$ cat config.mk
export PLATFORM = sky130hd
export DESIGN_NAME = button_press_classifier_led_cycler_flat
export DESIGN_NICKNAME = d
export VERILOG_FILES = /design/src/sv/bpc_pkg.sv /design/src/sv/bpc_in_if.sv /design/src/sv/bpc_out_if.sv /design/src/sv/bpc_cfg.sv /design/src/sv/bpc_core.sv /design/src/sv/button_press_classifier_led_cycler.sv /design/src/flat_wrapper.sv
export SDC_FILE = /design/constraint.sdc
export NUM_CORES = 1
export LEC_CHECK = 0
export CAP_MARGIN = 20
export CORE_UTILIZATION = 55
export CTS_CLUSTER_SIZE = 8
export DETAILED_ROUTE_END_ITERATION = 6
export DONT_BUFFER_PORTS = 1
export PLACE_DENSITY_LB_ADDON = 0.3
export SLEW_MARGIN = 0
export SYNTH_ARGS = -nofsm -noshare
export SYNTH_HDL_FRONTEND = slang
export SYNTH_SLANG_ARGS = --single-unit
export TNS_END_PERCENT = 20
$ cat constraint.sdc
create_clock -name i_clk -period 5.6 [get_ports i_clk]
set_clock_uncertainty 0.2 [all_clocks]
set_input_delay 1.68 -clock i_clk [delete_from_list [all_inputs] [get_ports i_clk]]
set_output_delay 1.68 -clock i_clk [all_outputs]
set_load 0.005 [all_outputs]
$ cat src/sv/bpc_pkg.sv
`timescale 1ns / 1ps

package bpc_pkg;

    typedef enum logic [1:0] {
        COLOR_OFF   = 2'd0,
        COLOR_RED   = 2'd1,
        COLOR_GREEN = 2'd2,
        COLOR_BLUE  = 2'd3
    } t_color;

    typedef enum logic [1:0] {
        EV_NONE  = 2'd0,
        EV_SHORT = 2'd1,
        EV_LONG  = 2'd2
    } t_event;

    localparam int CFG_IDX_BITS  = 2;
    localparam int CFG_DATA_BITS = 16;
    localparam int DEB_BITS      = 8;

    localparam logic [CFG_IDX_BITS-1:0] CFG_DEBOUNCE   = 2'd0;
    localparam logic [CFG_IDX_BITS-1:0] CFG_LONG_PRESS = 2'd1;
    localparam logic [CFG_IDX_BITS-1:0] CFG_BEEP       = 2'd2;

    localparam logic [DEB_BITS-1:0]      DEBOUNCE_RESET   = 8'd40;
    localparam logic [CFG_DATA_BITS-1:0] LONG_PRESS_RESET = 16'd1500;
    localparam logic [CFG_DATA_BITS-1:0] BEEP_RESET       = 16'd250;

    typedef struct packed {
        logic [1:0] lamp_color;
        logic       buzzer_on;
        logic [1:0] press_event;
    } t_result;

endpackage

$ cat src/sv/bpc_in_if.sv
`timescale 1ns / 1ps

interface bpc_in_if;
    logic valid;
    logic ready;
    logic button_level;

    modport source (output valid, output button_level, input ready);
    modport sink (input valid, input button_level, output ready);
endinterface

$ cat src/sv/bpc_out_if.sv
`timescale 1ns / 1ps

interface bpc_out_if;
    logic       valid;
    logic       ready;
    logic [1:0] lamp_color;
    logic       buzzer_on;
    logic [1:0] press_event;

    modport source (output valid, output lamp_color, output buzzer_on, output press_event,
                    input ready);
    modport sink (input valid, input lamp_color, input buzzer_on, input press_event,
                  output ready);
endinterface

$ cat src/sv/bpc_cfg.sv
`timescale 1ns / 1ps

module bpc_cfg
    import bpc_pkg::*;
#(
    parameter int TIMER_BITS = 16
) (
    input  logic                     i_clk,
    input  logic                     i_rst_n,
    input  logic                     i_cfg_we,
    input  logic [CFG_IDX_BITS-1:0]  i_cfg_idx,
    input  logic [CFG_DATA_BITS-1:0] i_cfg_data,
    output logic [DEB_BITS-1:0]      o_debounce_load,
    output logic [TIMER_BITS-1:0]    o_long_limit,
    output logic [TIMER_BITS-1:0]    o_beep_load
);

    localparam logic [31:0] TMASK = 32'((64'(1) << TIMER_BITS) - 64'(1));

    logic [DEB_BITS-1:0]      r_debounce;
    logic [CFG_DATA_BITS-1:0] r_long_press;
    logic [CFG_DATA_BITS-1:0] r_beep;

    always_ff @(posedge i_clk) begin
        if (!i_rst_n) begin
            r_debounce   <= DEBOUNCE_RESET;
            r_long_press <= LONG_PRESS_RESET;
            r_beep       <= BEEP_RESET;
        end else if (i_cfg_we) begin
            unique case (i_cfg_idx)
                CFG_DEBOUNCE:   r_debounce   <= i_cfg_data[DEB_BITS-1:0];
                CFG_LONG_PRESS: r_long_press <= i_cfg_data;
                CFG_BEEP:       r_beep       <= i_cfg_data;
                default: ;
            endcase
        end
    end

    // zero acts as one, values above the counter range saturate
    function automatic logic [TIMER_BITS-1:0] time_limit(input logic [CFG_DATA_BITS-1:0] v);
        logic [31:0] w;
        w = 32'(v);
        if (w == 32'd0) w = 32'd1;
        if (w > TMASK) w = TMASK;
        return TIMER_BITS'(w);
    endfunction

    assign o_debounce_load = (r_debounce == '0) ? DEB_BITS'(1) : r_debounce;
    assign o_long_limit    = time_limit(r_long_press);
    assign o_beep_load     = time_limit(r_beep);

endmodule

$ cat src/sv/bpc_core.sv
`timescale 1ns / 1ps

module bpc_core
    import bpc_pkg::*;
#(
    parameter int TIMER_BITS = 16
) (
    input  logic                  i_clk,
    input  logic                  i_rst_n,
    input  logic                  i_step,
    input  logic                  i_level,
    input  logic [DEB_BITS-1:0]   i_debounce_load,
    input  logic [TIMER_BITS-1:0] i_long_limit,
    input  logic [TIMER_BITS-1:0] i_beep_load,
    output t_result               o_result
);

    logic                  r_stable, n_stable;
    logic                  r_wait, n_wait;
    logic [DEB_BITS-1:0]   r_deb, n_deb;
    logic [TIMER_BITS-1:0] r_hold, n_hold;
    logic                  r_long, n_long;
    t_color                r_color, n_color;
    logic [TIMER_BITS-1:0] r_beep, n_beep;
    t_event                ev;
    logic [DEB_BITS-1:0]   deb_dec;
    logic [1:0]            color_inc;

    always_ff @(posedge i_clk) begin
        if (!i_rst_n) begin
            r_stable <= 1'b0;
            r_wait   <= 1'b0;
            r_deb    <= '0;
            r_hold   <= '0;
            r_long   <= 1'b0;
            r_color  <= COLOR_OFF;
            r_beep   <= '0;
        end else if (i_step) begin
            r_stable <= n_stable;
            r_wait   <= n_wait;
            r_deb    <= n_deb;
            r_hold   <= n_hold;
            r_long   <= n_long;
            r_color  <= n_color;
            r_beep   <= n_beep;
        end
    end

    always_comb begin
        n_stable  = r_stable;
        n_wait    = r_wait;
        n_deb     = r_deb;
        n_hold    = r_hold;
        n_long    = r_long;
        n_color   = r_color;
        n_beep    = (r_beep != '0) ? r_beep - TIMER_BITS'(1) : r_beep;
        ev        = EV_NONE;
        deb_dec   = (r_deb != '0) ? r_deb - DEB_BITS'(1) : r_deb;
        color_inc = r_color + 2'd1;

        if (r_stable && !r_long) begin
            n_hold = (r_hold != '1) ? r_hold + TIMER_BITS'(1) : r_hold;
            if (n_hold >= i_long_limit) begin
                n_color = COLOR_OFF;
                n_long  = 1'b1;
                ev      = EV_LONG;
            end
        end

        if (r_wait) begin
            n_deb = deb_dec;
            if (deb_dec == '0) begin
                n_wait = 1'b0;
                if (i_level != r_stable) begin
                    if (i_level) begin
                        n_stable = 1'b1;
                        n_long   = 1'b0;
                        n_hold   = '0;
                    end else begin
                        // release after a long press gives no short press
                        if (!n_long) begin
                            n_color = (color_inc == 2'd0) ? COLOR_RED : t_color'(color_inc);
                            n_beep  = i_beep_load;
                            ev      = EV_SHORT;
                        end
                        n_stable = 1'b0;
                        n_hold   = '0;
                    end
                end
            end
        end else if (i_level != r_stable) begin
            n_wait = 1'b1;
            n_deb  = i_debounce_load;
        end

        o_result.lamp_color  = n_color;
        o_result.buzzer_on   = (n_beep != '0);
        o_result.press_event = ev;
    end

endmodule

$ cat src/sv/button_press_classifier_led_cycler.sv
`timescale 1ns / 1ps

// Debounces a raw button sampled once per tick beat, classifies accepted presses as short or
// long, steps the LED color on a short press, turns it off on a long press and runs a beep
// timer alongside. One tick beat is taken every clock cycle while the result side keeps up;
// each beat gives exactly one result beat, through the input register and then the state
// update into the result register. The result register decouples the sides, so while a
// result waits one further tick is still taken into the input register. Configuration writes
// take effect on the next tick and must be made while no tick is in flight.
module button_press_classifier_led_cycler
    import bpc_pkg::*;
#(
    parameter int TIMER_BITS = 16
) (
    input  logic                     i_clk,
    input  logic                     i_rst_n,
    input  logic                     i_cfg_we,
    input  logic [CFG_IDX_BITS-1:0]  i_cfg_idx,
    input  logic [CFG_DATA_BITS-1:0] i_cfg_data,
    bpc_in_if.sink                   i_in,
    bpc_out_if.source                o_out
);

    logic                  r_in_valid;
    logic                  r_level;
    logic                  r_out_valid;
    t_result               r_result;
    t_result               core_result;
    logic                  advance;
    logic [DEB_BITS-1:0]   debounce_load;
    logic [TIMER_BITS-1:0] long_limit;
    logic [TIMER_BITS-1:0] beep_load;

    bpc_cfg #(.TIMER_BITS(TIMER_BITS)) u_cfg (
        .i_clk           (i_clk),
        .i_rst_n         (i_rst_n),
        .i_cfg_we        (i_cfg_we),
        .i_cfg_idx       (i_cfg_idx),
        .i_cfg_data      (i_cfg_data),
        .o_debounce_load (debounce_load),
        .o_long_limit    (long_limit),
        .o_beep_load     (beep_load)
    );

    // the held tick moves into the result register when that slot is free or is being taken
    assign advance    = r_in_valid && (!r_out_valid || o_out.ready);
    assign i_in.ready = !r_in_valid || advance;

    bpc_core #(.TIMER_BITS(TIMER_BITS)) u_core (
        .i_clk           (i_clk),
        .i_rst_n         (i_rst_n),
        .i_step          (advance),
        .i_level         (r_level),
        .i_debounce_load (debounce_load),
        .i_long_limit    (long_limit),
        .i_beep_load     (beep_load),
        .o_result        (core_result)
    );

    always_ff @(posedge i_clk) begin
        if (!i_rst_n) begin
            r_in_valid  <= 1'b0;
            r_out_valid <= 1'b0;
        end else begin
            if (i_in.ready) begin
                r_in_valid <= i_in.valid;
            end
            if (advance) begin
                r_out_valid <= 1'b1;
            end else if (o_out.ready) begin
                r_out_valid <= 1'b0;
            end
        end
    end

    always_ff @(posedge i_clk) begin
        if (i_in.valid && i_in.ready) begin
            r_level <= i_in.button_level;
        end
        if (advance) begin
            r_result <= core_result;
        end
    end

    assign o_out.valid       = r_out_valid;
    assign o_out.lamp_color  = r_result.lamp_color;
    assign o_out.buzzer_on   = r_result.buzzer_on;
    assign o_out.press_event = r_result.press_event;

endmodule

$ cat src/flat_wrapper.sv
// flat-port wrapper written by rule: the top's interface ports become plain ports
module button_press_classifier_led_cycler_flat import bpc_pkg::*;
#(
    parameter int TIMER_BITS = 16
)
  (i_clk, i_rst_n, i_cfg_we, i_cfg_idx, i_cfg_data, i_in_valid, i_in_button_level, i_in_ready, o_out_valid, o_out_lamp_color, o_out_buzzer_on, o_out_press_event, o_out_ready);
  bpc_in_if i_in_i ();
  bpc_out_if o_out_i ();
  input  logic i_clk;
  input  logic i_rst_n;
  input  logic i_cfg_we;
  input  logic [CFG_IDX_BITS-1:0] i_cfg_idx;
  input  logic [CFG_DATA_BITS-1:0] i_cfg_data;
  input wire logic [$bits(i_in_i.valid)-1:0] i_in_valid;
  input wire logic [$bits(i_in_i.button_level)-1:0] i_in_button_level;
  output wire logic [$bits(i_in_i.ready)-1:0] i_in_ready;
  output wire logic [$bits(o_out_i.valid)-1:0] o_out_valid;
  output wire logic [$bits(o_out_i.lamp_color)-1:0] o_out_lamp_color;
  output wire logic [$bits(o_out_i.buzzer_on)-1:0] o_out_buzzer_on;
  output wire logic [$bits(o_out_i.press_event)-1:0] o_out_press_event;
  input wire logic [$bits(o_out_i.ready)-1:0] o_out_ready;
  assign i_in_i.valid = i_in_valid;
  assign i_in_i.button_level = i_in_button_level;
  assign i_in_ready = i_in_i.ready;
  assign o_out_valid = o_out_i.valid;
  assign o_out_lamp_color = o_out_i.lamp_color;
  assign o_out_buzzer_on = o_out_i.buzzer_on;
  assign o_out_press_event = o_out_i.press_event;
  assign o_out_i.ready = o_out_ready;
  button_press_classifier_led_cycler #(.TIMER_BITS(TIMER_BITS)) u_core (.i_clk(i_clk), .i_rst_n(i_rst_n), .i_cfg_we(i_cfg_we), .i_cfg_idx(i_cfg_idx), .i_cfg_data(i_cfg_data), .i_in(i_in_i), .o_out(o_out_i));
endmodule
Word-level counts from Yosys, hierarchy flattened. Index checks and enable logic that the tools add are counted.

Bits in registers: 93. Input bits: 24. Output and inout port bits: 7. Logic and storage cells: 97.

$add $sub $neg: 4. Order comparisons: 3. Reduce and logical (&&, ||, !) cells: 24. Muxes and demuxes: 46. Eq/ne operators: 4.

Operators by type and width (number): 2-to-1 mux 16 bit (15); greater-than comparator 32 x 16 -> 1 bit, second input constant (2); logical NOT 16 bit (2); 2-to-1 mux 8 bit (4); nonzero test 16 bit (2); 2-to-1 mux 2 bit (15); adder 16 x 1 -> 16 bit, second input constant (1); >= comparator 16 bit (1); logical NOT 8 bit (2); inequality test 16 bit, second input constant (1); subtractor 16 x 1 -> 16 bit, second input constant (1); 2-to-1 mux 1 bit (12); AND reduction 2 bit (4); nonzero test 8 bit (1); subtractor 8 x 1 -> 8 bit, second input constant (1); logical NOT 2 bit (2); AND reduction 4 bit (1); nonzero test 2 bit (2); logical AND 1 bit (3); logical NOT 1 bit (3); adder 2 x 1 -> 2 bit, second input constant (1); == test 2 x 1 -> 1 bit, second input constant (1); == test 2 bit, second input constant (1); logical OR 1 bit (2); inequality test 1 bit (1).

Longest topological paths before layout. Gate-level depths: netlist (run 1).

Depth after elaboration: 13. Depth in mapped cells: 15.

By module. Synthesis (run 1) repeated with hierarchy kept, for this count alone.

Cells, all modules: 745. Area total of the unflattened synthesis: 6078.3 sq um.

Modules (own cells, without submodules): bpc_core (area an instance 4032.6 sq um, sequential area each 900.9 sq um, instances 1, cells each 512); bpc_cfg (area an instance 1761.7 sq um, sequential area each 800.8 sq um, instances 1, cells each 218); button_press_classifier_led_cycler (area an instance 284.0 sq um, sequential area each 220.2 sq um, instances 1, cells each 15).

Worst setup path before layout (run 1). OpenSTA, ideal clock, no wires.

Kind: reg2reg. Start point: reg u_core.u_core.r_hold[2]. End point: reg u_core.u_core.r_beep[8]. Period minus slack after synthesis: 3.952 ns. Required time: 5.323 ns. Library setup time: 0.077 ns. Data arrival time: 3.675 ns. Stages on the path, launching flop included: 14. Slack: 1.648 ns. Cells stage by stage: dfxtp_1 clkbuf_1 nand4_1 nor4_2 and4_1 mux2_2 ha_1 nand4_1 or4_1 o311ai_0 and4b_1 buf_6 or4_1 a41oi_2.

Cells in the longest elaborated chain, start to end: 10.

RTL lines: start, declared (line bpc_core.sv:21) `logic [TIMER_BITS-1:0] r_hold, n_hold;`; start signal, assigned (line bpc_core.sv:42) `r_hold <= n_hold;`; adder 16 x 1 -> 16 bit / inequality test 16 bit (equally long branches) (line bpc_core.sv:62) `n_hold = (r_hold != '1) ? r_hold + TIMER_BITS'(1) : r_hold;`; 2-to-1 mux 16 bit * (line bpc_core.sv:62); >= comparator 16 bit * (line bpc_core.sv:63) `if (n_hold >= i_long_limit) begin`; 2-to-1 mux 1 bit * (line bpc_core.sv:63); 2-to-1 mux 1 bit * (line bpc_core.sv:61) `if (r_stable && !r_long) begin`; 2-to-1 mux 16 bit * (line bpc_core.sv:81) `if (!n_long) begin`; 2-to-1 mux 16 bit * (line bpc_core.sv:75) `if (i_level) begin`; 2-to-1 mux 16 bit * (line bpc_core.sv:74) `if (i_level != r_stable) begin`; 2-to-1 mux 16 bit * (line bpc_core.sv:72) `if (deb_dec == '0) begin`; 2-to-1 mux 16 bit * (line bpc_core.sv:70) `if (r_wait) begin`; end signal, assigned (line bpc_core.sv:45) `r_beep <= n_beep;`; end, declared (line bpc_core.sv:24) `logic [TIMER_BITS-1:0] r_beep, n_beep;`.

Every way passes the cells marked *; elsewhere a longest branch is shown, timed or not. A chain may end at the register's enable or synchronous reset.

Worst setup path in the final report (run 1).
Start point: reg u_core.u_core.r_hold[6]. End point: reg u_core.u_core.r_beep[0].

Same word-level chain as after synthesis.

==> reports/qor.log, run 1 <==
INFO  grt            grt_pass1_wl=23.0mm
INFO  cells_and_area multi_input_comb_area=3200um^2
INFO  cells_and_area fillCellCount=855
INFO  synthesis      synth.top_cell.area_share=0.323
INFO  synthesis      syn_area=5400um^2
INFO  detailed_routing detail_route.wirelength.met1=6.10mm
INFO  detailed_routing firstDrtPassIters=5
INFO  detailed_routing antenna_violating_nets_post_route=0
INFO  clock_tree     gates_resized_cts_repair=0
INFO  grt            grt_start_max_net_pins=49
INFO  pwr            power.total=2.11mW
INFO  pwr            powerDensity=374nW/um^2
INFO  clock_tree     tritoncts.num_buffers=9
INFO  timing         rsz0062_at_grt=false
INFO  cells_and_area fin_nets=694
INFO  cells_and_area design_area=5640um^2
INFO  detailed_routing top_layer=met4
INFO  detailed_routing met3_wirelength=830um
INFO  clock_tree     postCtsSetupBuffers=0
INFO  timing         tightest_slew=1.03ns
INFO  timing         final_min_period_over_clock_period=0.845
INFO  synthesis      ys_ff_latch=93
INFO  synthesis      netlist_instances=670
INFO  grt            antenna_found_initial=0
INFO  synthesis      synth_enable_flop_cells=6
INFO  detailed_routing vias=4,909
INFO  floorplan      boundaryPins=31
INFO  grt            grt_util_all_layers=0.288
INFO  synthesis      synthDominantAreaCellType=sky130_fd_sc_hd__dfxtp_1
INFO  critical_path  critPathLaunchType=flip-flop
INFO  cells_and_area area_added_between_synthesis_and_finish=4.49%
INFO  placement      placement.cell_area=5440um^2
INFO  timing         timing.fmax=211MHz
INFO  floorplan      start_util=0.576
INFO  clock_tree     tritoncts_num_sinks=93
INFO  hold_path      min_path_type=flip-flop to flip-flop
INFO  detailed_routing route.final.wire_length=14.0mm
INFO  pwr            p_leak=2.15nW
INFO  synthesis      synth_ff_type=sky130_fd_sc_hd__dfxtp_1
INFO  status         run_status=finished, final reports clean
INFO  cells_and_area drive_gt1_frac=0.0613
INFO  cells_and_area antenna_cells=0
INFO  synthesis      synth_cell_type_count=70
INFO  synthesis      async_reset_ff_frac=0
INFO  timing         hold-worst-slack=0.277ns
INFO  placement      place_hpwl=10.1mm
INFO  floorplan      dieWidth=101um
INFO  cells_and_area area.sequential=1920um^2
INFO  synthesis      mapped_nets=716
INFO  critical_path  worstPathArrival=4.77ns
INFO  synthesis      postSynthAreaPerCell=8.06um^2
INFO  synthesis      synth-seq-area-share=0.356
INFO  detailed_routing drt_drc_violations_left=0
INFO  clock_tree     tritoncts=done
INFO  clock_tree     hold_buffers=0
INFO  critical_path  setup.worst_path.end_class=flip-flop
INFO  floorplan      fp.dieArea=10,200um^2
INFO  synthesis      post_synth_main_area_contributors=sky130_fd_sc_hd__dfxtp_1, sky130_fd_sc_hd__nand2_1, sky130_fd_sc_hd__ha_1
INFO  placement      io_buffers=0
INFO  timing         timing_max_transition_violations_final=0
INFO  clock_tree     number_of_buffers_between_clock_root_and_the_deepest_sink=2
INFO  clock_tree     cts_clk_pin_slew_worst_paths=0.10ns
INFO  critical_path  worstSetupPathType=flip-flop to flip-flop
INFO  detailed_routing met2WireLength=6.86mm
INFO  synthesis      synth_common_cells=sky130_fd_sc_hd__nand2_1, sky130_fd_sc_hd__dfxtp_1, sky130_fd_sc_hd__a21oi_1, sky130_fd_sc_hd__nor2_1, sky130_fd_sc_hd__inv_1
INFO  clock_tree     insertion_delay=0.38ns
INFO  timing         layout_min_cycle_time=4.73ns
INFO  detailed_routing vias_per_cell=6.28
INFO  synthesis      post-synth-top-count-cell=sky130_fd_sc_hd__nand2_1
INFO  grt            first_global_vias=4,598
INFO  detailed_routing violation_count_after_the_first_detailed_route_iteration=441
INFO  timing         setup_violations=0
INFO  flow_run       maxCapViolCount=0
INFO  critical_path  required=5.64ns
INFO  floorplan      fp-row-count=35
INFO  timing         setup_total_negative_slack=0ns
INFO  floorplan      core-area=9370um^2
INFO  detailed_routing wire_per_inst=17.9um
INFO  timing         finalHoldViolCount=0
INFO  clock_tree     root_buffer=sky130_fd_sc_hd__clkbuf_8
INFO  floorplan      dieHeight=101um
INFO  clock_tree     cts_htree_levels=3
INFO  pwr            irDropWorstVdd=198uV
INFO  critical_path  crit_fanout=17
INFO  timing         worst_slew_margin_rel=0.315
INFO  placement      gp_congestion=0.973
INFO  grt            grt_overflow=0
INFO  synthesis      yosysWarnings=0
[cells in the final DEF, fill, tap and decap left out, drive strengths merged, types with 6 or more instances in the layout]
cell type,count
nor3,18
a21oi,49
nand2,104
mux2i,15
nor2,40
o21ai,23
dfxtp,87
a31oi,9
and2,7
xnor2,12
nor4,13
nand3b,6
a22o,9
clkbuf,9
nand3,27
o211ai,13
edfxtp,6
o21a,9
or3,9
ha,22
nand2b,9
nand4,8
or4,7
o22ai,10
and4,6
inv,35
a21o,6
[through the flow]
step	instances	util	setup slack [ns]
after detailed placement	766	0.581	1.05
after CTS	782	0.602	0.901
after global placement	766	0.581	1.13
final	782	0.602	0.871
after floorplan	670	-	1.65
after global routing	782	0.602	0.438
[routing by layer]
metal | GRT usage | up-vias
li1 | - | 2406
met1 | 0.372 | 2329
met2 | 0.489 | 156
met3 | 0.0444 | 18
met4 | 0.0948 | 0
met5 | 0 | -
[power breakdown]
part / leakage, nW / switching, mW / internal, mW
combinational: 1.29 / 0.493 / 0.336
sequential: 0.762 / 0.0938 / 0.732
clock: 0.0983 / 0.281 / 0.177
[final timing paths]
kind	slack, ns	start	end	depth (start not counted)
max reg2reg	0.87	u_core.u_core.r_hold[6]$_SDFFE_PN0P_	u_core.u_core.r_beep[0]$_SDFFE_PN0P_	11
max	0.87	u_core.u_core.r_hold[6]$_SDFFE_PN0P_	u_core.u_core.r_beep[0]$_SDFFE_PN0P_	11
min reg2reg	0.28	u_core.u_cfg.r_long_press[0]$_SDFFE_PN0P_	u_core.u_cfg.r_long_press[0]$_SDFFE_PN0P_	2
min	0.28	u_core.u_cfg.r_long_press[0]$_SDFFE_PN0P_	u_core.u_cfg.r_long_press[0]$_SDFFE_PN0P_	2
[flip-flops by register name, indices dropped and copies added (netlist names)]
register and count:
u_core.o_out.buzzer_on 1, u_core.r_in_valid 1, u_core.u_core.r_long 1, u_core.o_out.valid 1, u_core.u_core.r_deb 8, u_core.o_out.lamp_color 2
u_core.u_core.r_hold 16, u_core.u_cfg.r_debounce 8, u_core.o_out.press_event 2, u_core.u_core.r_beep 16, u_core.u_core.r_stable 1, u_core.u_core.r_wait 1
u_core.u_core.r_color 2, u_core.u_cfg.r_long_press 16, u_core.u_cfg.r_beep 16, u_core.r_level 1
[cell type report]
type,count,share of cell area
Timing Repair Buffer,5,0.00665
Inverter,31,0.0206
Tap cell,129,0.0286
Clock inverter,7,0.0137
Sequential cell,93,0.341
Clock buffer,9,0.0220
Multi-Input combinational cell,508,0.568
[kinds of logic (layout without fill, tap and decap cells)]
family | Yosys count | in the layout | synth area share
AND/OR/NAND/NOR | 286 | 286 | 0.276
adder cells (fa/ha/maj) | 22 | 22 | 0.0510
buffers and inverters | 69 | 52 | 0.0507
multiplexers | 18 | 18 | 0.0341
AO/OA/AOI/OAI | 169 | 169 | 0.211
flip-flops | 93 | 93 | 0.356
XOR/XNOR | 13 | 13 | 0.0211
[worst max-delay path, stage by stage, from the launching register on]
cell                        delay, ns
sky130_fd_sc_hd__dfxtp_1         0.44
sky130_fd_sc_hd__nand4_1         0.22
sky130_fd_sc_hd__nor4_2          0.64
sky130_fd_sc_hd__nand2_1         0.34
sky130_fd_sc_hd__xnor2_1         0.28
sky130_fd_sc_hd__ha_1            0.26
sky130_fd_sc_hd__nand2b_1        0.14
sky130_fd_sc_hd__a2111oi_0       0.62
sky130_fd_sc_hd__o311ai_0        0.30
sky130_fd_sc_hd__and4b_1         0.77
sky130_fd_sc_hd__mux2i_1         0.28
sky130_fd_sc_hd__o32ai_1         0.11
Power figures use the tool's default switching activity.
==> run 2, diff against run 1 <==
Clock period 5.6 ns to 4.25 ns, I/O delays scaled along.
==> reports/qor.log, run 2 (synthesized netlist as in run 1, its figures left out) <==
INFO  clock_tree     root_buffer=sky130_fd_sc_hd__clkbuf_8 [unchanged]
INFO  detailed_routing vias_per_cell=6.36 [was 6.28]
INFO  clock_tree     tritoncts.num_buffers=9 [unchanged]
INFO  clock_tree     tritoncts=done [unchanged]
INFO  clock_tree     tritoncts_num_sinks=93 [unchanged]
INFO  grt            gr-usage-met2=0.491 [was 0.489]
INFO  placement      io_buffers=0 [unchanged]
INFO  floorplan      core-area=9370um^2 [unchanged]
INFO  grt            gr-max-usage-layer=met2 [unchanged]
INFO  clock_tree     cts_htree_levels=3 [unchanged]
INFO  timing         final_min_period_over_clock_period=0.951 [was 0.845]
INFO  detailed_routing route.final.wire_length=14.0mm [about the same]
INFO  flow_run       maxCapViolCount=0 [unchanged]
INFO  clock_tree     postCtsSetupBuffers=0 [unchanged]
INFO  cells_and_area mostFrequentLayoutCells=sky130_fd_sc_hd__nand2_1, sky130_fd_sc_hd__dfxtp_1, sky130_fd_sc_hd__a21oi_1, sky130_fd_sc_hd__nor2_1, sky130_fd_sc_hd__inv_1 [unchanged]
INFO  grt            grt_overflow=0 [unchanged]
INFO  timing         rsz0062_at_grt=true [was false]
INFO  pwr            p_leak=2.22nW [was 2.15 nW]
INFO  timing         timing_max_transition_violations_final=0 [unchanged]
INFO  cells_and_area fillCellCount=827 [was 855]
INFO  grt            grt.met1_usage=0.362 [was 0.372]
INFO  timing         finalHoldViolCount=0 [unchanged]
INFO  floorplan      fp.dieArea=10,200um^2 [unchanged]
INFO  clock_tree     cts_clk_pin_slew_worst_paths=0.09ns [was 0.10 ns]
INFO  floorplan      dieWidth=101um [unchanged]
INFO  status         run_status=finished, final reports clean [unchanged]
INFO  cells_and_area antenna_cells=0 [unchanged]
INFO  grt            first_global_vias=4,686 [was 4,598]
INFO  detailed_routing antenna_violating_nets_post_route=0 [unchanged]
INFO  detailed_routing wire_per_inst=17.7um [was 17.9 um]
INFO  hold_path      min_path_type=flip-flop to flip-flop [unchanged]
INFO  placement      gp_congestion=0.901 [was 0.973]
INFO  cells_and_area area_added_between_synthesis_and_finish=6.19% [was 4.49%]
INFO  timing         timing.fmax=247MHz [was 211 MHz]
INFO  clock_tree     number_of_buffers_between_clock_root_and_the_deepest_sink=2 [unchanged]
INFO  pwr            irDropWorstVdd=270uV [was 198 uV]
INFO  cells_and_area area.sequential=1920um^2 [unchanged]
INFO  grt            grt_pass1_wl=23.0mm [about the same]
INFO  critical_path  required=4.34ns [was 5.64 ns]
INFO  detailed_routing violation_count_after_the_first_detailed_route_iteration=403 [was 441]
INFO  grt            met3_capacity_usage_during_global_routing=0.0485 [was 0.0444]
INFO  timing         layout_min_cycle_time=4.04ns [was 4.73 ns]
INFO  cells_and_area drive_gt1_frac=0.0726 [was 0.0613]
INFO  floorplan      dieHeight=101um [unchanged]
INFO  critical_path  worstSetupPathType=flip-flop to flip-flop [unchanged]
INFO  detailed_routing vias=5,027 [was 4,909]
INFO  floorplan      fp-row-count=35 [unchanged]
INFO  cells_and_area multi_input_comb_area=3200um^2 [unchanged]
INFO  critical_path  critPathLaunchType=flip-flop [unchanged]
INFO  timing         setup_violations=0 [unchanged]
INFO  critical_path  crit_fanout=9 [was 17]
INFO  grt            grt_util_all_layers=0.290 [was 0.288]
INFO  cells_and_area postLayoutCoreUtil=0.612 [was 0.602]
INFO  critical_path  worstPathArrival=4.14ns [was 4.77 ns]
INFO  timing         hold-worst-slack=0.263ns [was 0.277 ns]
INFO  timing         worst_slew_margin_rel=0.318 [was 0.315]
INFO  placement      place_worst_setup_slack=0.180ns [was 1.05 ns]
INFO  critical_path  setup.worst_path.end_class=flip-flop [unchanged]
INFO  placement      place_hpwl=10.2mm [was 10.1 mm]
INFO  detailed_routing drt_drc_violations_left=0 [unchanged]
INFO  clock_tree     insertion_delay=0.37ns [was 0.38 ns]
INFO  timing         final_critical_path_setup_slack=0.207ns [was 0.871 ns]
INFO  grt            grt_start_max_net_pins=40 [was 49]
INFO  floorplan      boundaryPins=31 [unchanged]
INFO  clock_tree     hold_buffers=0 [unchanged]
INFO  pwr            powerDensity=495nW/um^2 [was 374 nW/um^2]
INFO  detailed_routing firstDrtPassIters=7 [was 5]
INFO  grt            antenna_found_initial=0 [unchanged]
INFO  cells_and_area fin_nets=702 [was 694]
INFO  clock_tree     gates_resized_cts_repair=0 [unchanged]
INFO  cells_and_area mostFrequentLayoutCell=sky130_fd_sc_hd__nand2_1 [unchanged]
INFO  timing         tightest_slew=1.02ns [was 1.03 ns]
INFO  floorplan      start_util=0.576 [unchanged]
run 2: path summary, 6_finish.rpt:
check,startpoint,to,slack [ns],cells past startpoint
worst max-delay path,u_core.u_core.r_hold[7]$_SDFFE_PN0P_,u_core.u_core.r_beep[8]$_SDFFE_PN0P_,0.21,12
worst min-delay path,u_core.u_cfg.r_beep[0]$_SDFFE_PN0P_,u_core.u_cfg.r_beep[0]$_SDFFE_PN0P_,0.26,2
worst max register to register,u_core.u_core.r_hold[7]$_SDFFE_PN0P_,u_core.u_core.r_beep[8]$_SDFFE_PN0P_,0.21,12
worst min register to register,u_core.u_cfg.r_beep[0]$_SDFFE_PN0P_,u_core.u_cfg.r_beep[0]$_SDFFE_PN0P_,0.26,2
run 2: power breakdown:
group | internal (mW) | switching [mW]
combinational | 0.443 | 0.639
clock | 0.335 | 0.335
sequential | 0.964 | 0.125
total | 1.74 | 1.10
run 2: cell type report:
type	instances	share of cell area
Tap cell	129	0.0281
Clock buffer	9	0.0216
Sequential cell	93	0.335
Clock inverter	7	0.0168
Inverter	31	0.0203
Timing Repair Buffer	13	0.0192
Multi-Input combinational cell	508	0.559
run 2: layer usage:
layer / wire length [um] / vias to the layer above
met4: 383 / 0
met3: 786 / 33
met1: 6030 / 2396
met5: 0 / -
met2: 6760 / 178
li1: - / 2420
run 2: critical path, stage by stage (launching register included):
cell                       delay (ns)
sky130_fd_sc_hd__dfxtp_1         0.41
sky130_fd_sc_hd__nand4_1         0.20
sky130_fd_sc_hd__nor4_2          0.27
sky130_fd_sc_hd__buf_4           0.20
sky130_fd_sc_hd__and4_1          0.20
sky130_fd_sc_hd__mux2_2          0.35
sky130_fd_sc_hd__ha_1            0.31
sky130_fd_sc_hd__and4_1          0.29
sky130_fd_sc_hd__nand2_1         0.08
sky130_fd_sc_hd__o311ai_1        0.42
sky130_fd_sc_hd__and4b_1         0.35
sky130_fd_sc_hd__or4_1           0.52
sky130_fd_sc_hd__a41oi_2         0.17
run 2: through the flow:
step / cells / TNS [ns] / area, um^2 / total power, mW
2_1_floorplan: 670 / 0 / 5400 / 1.95
3_3_place_gp: 774 / 0 / 5510 / 2.12
3_5_place_dp: 774 / 0 / 5510 / 2.16
4_1_cts: 790 / 0 / 5730 / 2.82
5_1_grt: 790 / -0.00369 / 5730 / 3.01
6_report: 790 / 0 / 5730 / 2.84
